`src/rtl/ipmd_pkg.sv`:
```
package ipmd_pkg;

  // Configuration register indexes
  localparam logic [2:0] REG_GAIN_P     = 3'd0;
  localparam logic [2:0] REG_GAIN_I     = 3'd1;
  localparam logic [2:0] REG_GAIN_D     = 3'd2;
  localparam logic [2:0] REG_SEP_THRESH = 3'd3;
  localparam logic [2:0] REG_DRV_LIMIT  = 3'd4;
  localparam logic [2:0] REG_GATE_ROW   = 3'd5;

  // Reset values
  localparam logic [15:0] SEP_THRESH_RST = 16'd115;
  localparam logic [14:0] DRV_LIMIT_RST  = 15'd8000;
  localparam logic [7:0]  GATE_ROW_RST   = 8'd38;

  // Field widths
  localparam int unsigned SPEED_W = 16;
  localparam int unsigned ROW_W   = 8;
  localparam int unsigned DUTY_W  = 15;
  localparam int unsigned ERR_W   = 17;
  localparam int unsigned ACC_W   = 24;

  typedef struct packed {
    logic signed [15:0] gain_p;
    logic signed [15:0] gain_i;
    logic signed [15:0] gain_d;
    logic [15:0]        sep_thresh;
    logic [14:0]        drive_limit;
    logic [7:0]         gate_row;
  } cfg_t;

endpackage

```
`src/rtl/incremental_pid_motor_drive.sv`:
```
// Incremental PID speed loop with integral separation. Each input beat is one
// control tick: the error (target_speed - measured_pulses) is pushed into a
// three-deep history, P/I/D increments are formed from Q8.8 gains and added to
// a drive accumulator with 8 fractional bits (only P when the previous error
// magnitude is at or above separation_threshold), and the accumulator clamps at
// +/- drive_limit. The result beat carries the integer duty on the forward or
// reverse channel by sign; both are zero when image_start_row > gate_row or
// triangle_flag is set, and clear_target follows wide_lane_flag unless gated.
// Throughput is one beat per clock while out_tready does not stall the pipe; the
// difference stage loads at accept, then the multiply stage, then the accumulate
// stage registers the result, and the accumulator feedback closes in the single
// accumulate/clamp stage. Config is written through cfg_we/cfg_addr/cfg_wdata;
// the user must write it while the pipe is empty, as the block has no check for this.
module incremental_pid_motor_drive (
  input  logic        clk,
  input  logic        rst_n,
  // config write port
  input  logic        cfg_we,
  input  logic [2:0]  cfg_addr,
  input  logic [15:0] cfg_wdata,
  // input stream
  input  logic        in_tvalid,
  output logic        in_tready,
  input  logic [39:0] in_tdata,   // [15:0] target_speed, [31:16] measured_pulses,
                                  // [39:32] image_start_row
  input  logic [1:0]  in_tuser,   // [0] wide_lane_flag, [1] triangle_flag
  // result stream
  output logic        out_tvalid,
  input  logic        out_tready,
  output logic [31:0] out_tdata,  // [14:0] forward_duty, [29:15] reverse_duty,
                                  // [31:30] zero
  output logic [0:0]  out_tuser   // [0] clear_target
);

  ipmd_pkg::cfg_t cfg_r;

  // register file; unknown indexes are dropped
  always_ff @(posedge clk) begin
    if (!rst_n) begin
      cfg_r.gain_p      <= '0;
      cfg_r.gain_i      <= '0;
      cfg_r.gain_d      <= '0;
      cfg_r.sep_thresh  <= ipmd_pkg::SEP_THRESH_RST;
      cfg_r.drive_limit <= ipmd_pkg::DRV_LIMIT_RST;
      cfg_r.gate_row    <= ipmd_pkg::GATE_ROW_RST;
    end else if (cfg_we) begin
      unique case (cfg_addr)
        ipmd_pkg::REG_GAIN_P:     cfg_r.gain_p      <= cfg_wdata;
        ipmd_pkg::REG_GAIN_I:     cfg_r.gain_i      <= cfg_wdata;
        ipmd_pkg::REG_GAIN_D:     cfg_r.gain_d      <= cfg_wdata;
        ipmd_pkg::REG_SEP_THRESH: cfg_r.sep_thresh  <= cfg_wdata;
        ipmd_pkg::REG_DRV_LIMIT:  cfg_r.drive_limit <= cfg_wdata[14:0];
        ipmd_pkg::REG_GATE_ROW:   cfg_r.gate_row    <= cfg_wdata[7:0];
        default: ;
      endcase
    end
  end

  logic [14:0] fwd, rev;
  logic        clr;

  ipmd_pipe u_pipe (
    .clk             (clk),
    .rst_n           (rst_n),
    .cfg             (cfg_r),
    .in_valid        (in_tvalid),
    .in_ready        (in_tready),
    .target_speed    ($signed(in_tdata[15:0])),
    .measured_pulses ($signed(in_tdata[31:16])),
    .image_start_row (in_tdata[39:32]),
    .wide_lane_flag  (in_tuser[0]),
    .triangle_flag   (in_tuser[1]),
    .out_valid       (out_tvalid),
    .out_ready       (out_tready),
    .forward_duty    (fwd),
    .reverse_duty    (rev),
    .clear_target    (clr)
  );

  assign out_tdata = {2'b00, rev, fwd};
  assign out_tuser = clr;

endmodule

```
`src/rtl/ipmd_pipe.sv`:
```
module ipmd_pipe (
  input  logic                                 clk,
  input  logic                                 rst_n,
  input  ipmd_pkg::cfg_t                       cfg,
  input  logic                                 in_valid,
  output logic                                 in_ready,
  input  logic signed [ipmd_pkg::SPEED_W-1:0]  target_speed,
  input  logic signed [ipmd_pkg::SPEED_W-1:0]  measured_pulses,
  input  logic [ipmd_pkg::ROW_W-1:0]           image_start_row,
  input  logic                                 wide_lane_flag,
  input  logic                                 triangle_flag,
  output logic                                 out_valid,
  input  logic                                 out_ready,
  output logic [ipmd_pkg::DUTY_W-1:0]          forward_duty,
  output logic [ipmd_pkg::DUTY_W-1:0]          reverse_duty,
  output logic                                 clear_target
);

  // ---------------- handshake chain ----------------
  logic v1_r, v2_r, out_v_r;
  logic rdy1, rdy2, rdy3;
  logic in_acc, mv12, mv23;

  assign rdy3     = !out_v_r || out_ready;
  assign rdy2     = !v2_r || rdy3;
  assign rdy1     = !v1_r || rdy2;
  assign in_ready = rdy1;
  assign in_acc   = in_valid && rdy1;
  assign mv12     = v1_r && rdy2;
  assign mv23     = v2_r && rdy3;

  always_ff @(posedge clk) begin
    if (!rst_n) begin
      v1_r    <= 1'b0;
      v2_r    <= 1'b0;
      out_v_r <= 1'b0;
    end else begin
      v1_r    <= in_acc || (v1_r && !rdy2);
      v2_r    <= mv12 || (v2_r && !rdy3);
      out_v_r <= mv23 || (out_v_r && !out_ready);
    end
  end

  assign out_valid = out_v_r;

  // ---------------- error history, updated at accept ----------------
  logic signed [16:0] e_now_r, e_last_r, e_bl_r;
  logic signed [16:0] e_new;
  logic signed [17:0] dp_nxt;
  logic signed [18:0] dd_nxt;
  logic [16:0]        mag_now;
  logic               sep_nxt;

  assign e_new  = {target_speed[15], target_speed} - {measured_pulses[15], measured_pulses};
  assign dp_nxt = {e_new[16], e_new} - {e_now_r[16], e_now_r};
  // e_new - 2*e_now + e_last
  assign dd_nxt = {{2{e_new[16]}}, e_new} - {e_now_r[16], e_now_r, 1'b0}
                + {{2{e_last_r[16]}}, e_last_r};
  // e_now becomes e_last for this beat
  assign mag_now = e_now_r[16] ? 17'(-e_now_r) : e_now_r;
  assign sep_nxt = mag_now < {1'b0, cfg.sep_thresh};

  always_ff @(posedge clk) begin
    if (!rst_n) begin
      e_now_r  <= '0;
      e_last_r <= '0;
      e_bl_r   <= '0;
    end else if (in_acc) begin
      e_bl_r   <= e_last_r;
      e_last_r <= e_now_r;
      e_now_r  <= e_new;
    end
  end

  // ---------------- stage 1: differences and flags ----------------
  logic signed [16:0] e1_r;
  logic signed [17:0] dp1_r;
  logic signed [18:0] dd1_r;
  logic               sep1_r, clr1_r, zero1_r;
  logic               gated;

  assign gated = image_start_row > cfg.gate_row;

  always_ff @(posedge clk) begin
    if (in_acc) begin
      e1_r    <= e_new;
      dp1_r   <= dp_nxt;
      dd1_r   <= dd_nxt;
      sep1_r  <= sep_nxt;
      clr1_r  <= !gated && wide_lane_flag;
      zero1_r <= gated || triangle_flag;
    end
  end

  // ---------------- stage 2: products ----------------
  logic signed [33:0] p2_r, p_nxt;
  logic signed [32:0] i2_r, i_nxt;
  logic signed [34:0] d2_r, d_nxt;
  logic               clr2_r, zero2_r;

  assign p_nxt = $signed(cfg.gain_p) * dp1_r;
  assign i_nxt = $signed(cfg.gain_i) * e1_r;
  assign d_nxt = $signed(cfg.gain_d) * dd1_r;

  always_ff @(posedge clk) begin
    if (mv12) begin
      p2_r    <= p_nxt;
      // integral separation: only P when the last error is large
      i2_r    <= sep1_r ? i_nxt : '0;
      d2_r    <= sep1_r ? d_nxt : '0;
      clr2_r  <= clr1_r;
      zero2_r <= zero1_r;
    end
  end

  // ---------------- stage 3: accumulate, clamp, split by sign ----------------
  localparam int unsigned ACC_W_L = ipmd_pkg::ACC_W;
  logic signed [ACC_W_L-1:0] acc_r, acc_nxt;
  logic signed [37:0] sum, bound, clamped;
  logic [23:0]        acc_mag;
  logic [14:0]        fwd_r, rev_r;
  logic               clr_r;

  assign sum     = 38'(acc_r) + 38'(p2_r) + 38'(i2_r) + 38'(d2_r);
  assign bound   = $signed({15'd0, cfg.drive_limit, 8'd0});
  assign clamped = (sum > bound) ? bound : ((sum < -bound) ? -bound : sum);
  assign acc_nxt = clamped[23:0];
  assign acc_mag = acc_nxt[23] ? 24'(-acc_nxt) : acc_nxt;

  always_ff @(posedge clk) begin
    if (!rst_n) begin
      acc_r <= '0;
    end else if (mv23) begin
      acc_r <= acc_nxt;
    end
  end

  always_ff @(posedge clk) begin
    if (mv23) begin
      fwd_r <= (!zero2_r && !acc_nxt[23]) ? acc_mag[22:8] : '0;
      rev_r <= (!zero2_r && acc_nxt[23]) ? acc_mag[22:8] : '0;
      clr_r <= clr2_r;
    end
  end

  assign forward_duty = fwd_r;
  assign reverse_duty = rev_r;
  assign clear_target = clr_r;

  // ---------------- assertions ----------------
  a_one_channel: assert property (@(posedge clk) disable iff (!rst_n)
    out_v_r |-> (fwd_r == '0 || rev_r == '0))
    else $error("both duty channels active");

  a_acc_hold: assert property (@(posedge clk) disable iff (!rst_n)
    !mv23 |=> $stable(acc_r))
    else $error("accumulator moved without a result load");

  a_s2_hold: assert property (@(posedge clk) disable iff (!rst_n)
    (v2_r && !rdy3) |=> (v2_r && $stable(p2_r) && $stable(d2_r)))
    else $error("stage 2 lost a stalled beat");

  a_hist_hold: assert property (@(posedge clk) disable iff (!rst_n)
    !in_acc |=> $stable(e_now_r) && $stable(e_last_r))
    else $error("error history shifted without an accept");

endmodule

```
`config.mk`:
```
export PLATFORM = sky130hd
export DESIGN_NAME = incremental_pid_motor_drive
export DESIGN_NICKNAME = d
export VERILOG_FILES = /design/src/rtl/ipmd_pkg.sv /design/src/rtl/incremental_pid_motor_drive.sv /design/src/rtl/ipmd_pipe.sv
export SDC_FILE = /design/constraint.sdc
export NUM_CORES = 2
export LEC_CHECK = 0
export ABC_AREA = 0
export ABC_CLOCK_PERIOD_IN_PS = 12900
export BUFFER_PORTS_ARGS = -buffer_cell sky130_fd_sc_hd__buf_4
export CORE_ASPECT_RATIO = 1.1
export CORE_UTILIZATION = 55
export DETAILED_ROUTE_END_ITERATION = 12
export PLACE_DENSITY = 0.71
export SKIP_CTS_REPAIR_TIMING = 1
export SLEW_MARGIN = 0
export SYNTH_ARGS = -nofsm -noshare
export SYNTH_HDL_FRONTEND = slang
export SYNTH_SLANG_ARGS = --single-unit
```
`constraint.sdc`:
```
create_clock -name clk -period 12.9 [get_ports clk]
set_input_delay 2.58 -clock clk [delete_from_list [all_inputs] [get_ports clk]]
set_output_delay 2.58 -clock clk [all_outputs]
set_load 0.01 [all_outputs]
```
==> key figures <==
Synth
  • Main combinational cell family by area after synthesis: adder cells
  • Distinct cells, synth: 93
  • Post-synthesis instance total: 5742
  • Synth Area in Adders: 45.2%
  • Synth Flop Type: edfxtp_1
  • Sequential area share after synthesis: ~16%
  • Number of flops mapped to enable cells by yosys: ~190
  • Mean Syn Cell Area: between 9 and 10 um^2
  • Simple-Gate Fraction of Synth Area: about 16%
  • Synth async-reset ratio: 0%
  • Warnings, synthesis: 0
  • Post-synthesis mux area share: 0.0423%
  • Count of state elements after synthesis: 340
  • Synth Area in Compound Gates: under 10%
  • Syn Std Cell Area: 53200 um^2
  • XOR/XNOR share of the synthesized area: under 10%

Floorplan
  • Die H: between 300 and 400 um
  • # rows: 119
  • Initial Utilization: a little under three fifths
  • I/O pin cnt: roughly 100
  • Die W: about 300 um
  • Core area: approximately 96000 um^2
  • Die Area: 98000 um^2

Outcome
  • Status: completed

Clock tree
  • Worst-skew pair later-pin latency: 0.59 ns
  • CTS root buf: clkbuf_16
  • H-tree levels: 2
  • Clk slew on worst S/H paths: around 0.070 ns
  • CTS tree: yes
  • Clock Sinks: 340
  • Num CTS Buffers: 39
  • Longest Clk Path Bufs: 3

Drt
  • Vias per std cell: around 5.7
  • DRC viols: 0
  • Routed wire length: between 100000 and 150000 um
  • DRT iter0 DRCs: 2794
  • Drt first pass iters: 5
  • DRT antenna net count: 0
  • Wire length per cell: slightly above 20 um
  • Via count: about 40000

Timing
  • Period minus WS final: ~10 ns
  • Final setup TNS: 0 ns
  • Final setup violation count: 0
  • Slew @ Worst Pin: roughly 1.2 ns
  • Max Fclk: approximately 0.098 GHz
  • Worst clock skew: approximately 0.032 ns
  • Final cycle utilization of the critical path: around four fifths
  • Setup ws final: 2.67 ns
  • RSZ-0062 raised after global routing: false
  • Hold Violations, Final: 0
  • Max-slew violations: 0
  • Max_slew headroom: between 20% and 30%

Flow run
  • MaxCap Viol Count: 0

Critical path
  • CP dominant cell by count: nor2_1
  • Crit. End Element: flip-flop
  • Arrival time at the worst endpoint: around 11 ns
  • Critical Path Start Type: flip-flop
  • Worst path max stage delay: around 0.89 ns
  • Crit-path max FO: 13
  • Critical path data required time: about 13 ns
  • Crit path kind: reg2reg
  • CP max-delay cell: o311ai_1
  • R2R setup slack: around 2.7 ns

Finish
  • Most frequent cells in the layout: inv_1, fa_1, nand2_1
  • Share of cells above drive strength 1: roughly 4.5%
  • Nets: roughly 7000
  • Most common cell after layout, fill and taps aside: inv_1
  • Synthesis-to-finish area growth: 5.69%

GRT
  • Largest net degree at the start of global routing: a little under 90
  • Gr ovfl total: 0
  • Antenna violations before repair: 5
  • Global-route wire length before repair: about 230000 um
  • GRT Total Usage: 30.3%
  • Vias in the first global route: approximately 41000

Place
  • HPWL Detailed: roughly 110000 um
  • Placer Congestion: ~0.98
  • Port Buffers: between 90 and 100
  • Place WS: between 2 and 3 ns

Power and ir drop
  • Lkg Pwr: 25.3 nW
  • Maximum VDD drop: ~0.16 mV
  • Pwr Density: 123 nW/um^2

Hold path
  • Hold Path Class: reg2reg
## cell type report
cell class / instances / area [um^2]
Timing Repair Buffer: 139 / 1040
Sequential cell: 340 / 8730
Antenna cell: 2 / 5.00
Multi-Input combinational cell: 4097 / 39600
Clock inverter: 25 / 190
Fill cell: 8387 / 39600
Tap cell: 1270 / 1590
Clock buffer: 47 / 1070
Inverter: 1083 / 4070
## cell families (layout without fill, tap and decap cells)
logic type,Yosys count,count (layout)
AO/OA/AOI/OAI,725,725
adder cells (fa/ha/maj),1370,1370
XOR/XNOR,216,216
AND/OR/NAND/NOR,1782,1782
multiplexers,2,2
flip-flops,340,340
buffers and inverters,1306,1294
other,1,4
## synth_stat cells, drive strengths merged, types with 60 or more instances
library cell | n | area share (%)
inv | 1082 | 7.6
fa | 925 | 35
nand2 | 825 | 5.8
ha | 445 | 10
and2 | 358 | 4.2
nor2 | 243 | 1.7
clkbuf | 208 | 1.5
edfxtp | 192 | 11
xnor2 | 162 | 2.7
a21oi | 159 | 1.5
dfxtp | 148 | 5.6
a21boi | 125 | 1.8
o21ai | 106 | 1.0
nand2b | 81 | 0.95
nand3 | 60 | 0.56
nor3 | 60 | 0.61
## where the power goes
group / switching, W / internal (W)
Combinational: 0.00264 / 0.00153
Clock: 0.000500 / 0.000619
Sequential: 0.000303 / 0.00133
Total: 0.00345 / 0.00347
## per-stage QoR
| step | power (W) | instances | hold WS, ns | util, % | cell area (um^2) |
|---|---|---|---|---|---|
| global route | 0.00741 | 7003 | 0.428 | 58.7 | 56300 |
| CTS | 0.00687 | 7001 | 0.422 | 58.7 | 56300 |
| detailed placement | 0.00574 | 6929 | 0.409 | 57.4 | 55000 |
| finish | 0.00692 | 7003 | 0.422 | 58.7 | 56300 |
| floorplan | 0.00448 | 5743 | 0.400 | - | 53200 |
| global placement | 0.00568 | 6929 | 0.403 | 57.4 | 55000 |
## routing by layer
layer  track usage, %  wire length, um  vias to the layer above
met1             40.6            59300                    20000
met5                0               24                        -
met3             4.60            10800                      320
li1                 -                -                    17900
met2             49.7            66700                     1487
met4             12.0             6470                        4
## critical path: cells and delay by family, from the launching register on
kind            cells  cell delay, ns
compound gates     19            6.21
xor+xnor            2            0.27
fa+ha+maj           4            1.36
buf+inv             3            0.38
flops               1            0.33
simple gates       12            1.42
## state kept, by name, summed over array words and instances (netlist names), 15 cells and up
signal               cells
u_pipe.acc_r            24
u_pipe.dp1_r            18
u_pipe.d2_r             35
u_pipe.e_last_r         17
u_pipe.forward_duty     15
u_pipe.reverse_duty     15
u_pipe.i2_r             33
u_pipe.p2_r             34
u_pipe.e_now_r          17
u_pipe.e1_r             17
cfg_r                   87
u_pipe.dd1_r            19
## worst paths after layout
check / depth (start not counted) / endpoint / start
max: 40 / u_pipe.reverse_duty[14] / u_pipe.acc_r[2]
min: 0 / u_pipe.clr2_r / u_pipe.clr1_r
max reg2reg: 40 / u_pipe.reverse_duty[14] / u_pipe.acc_r[2]
min reg2reg: 0 / u_pipe.clr2_r / u_pipe.clr1_r
Power figures use the tool's default switching activity.
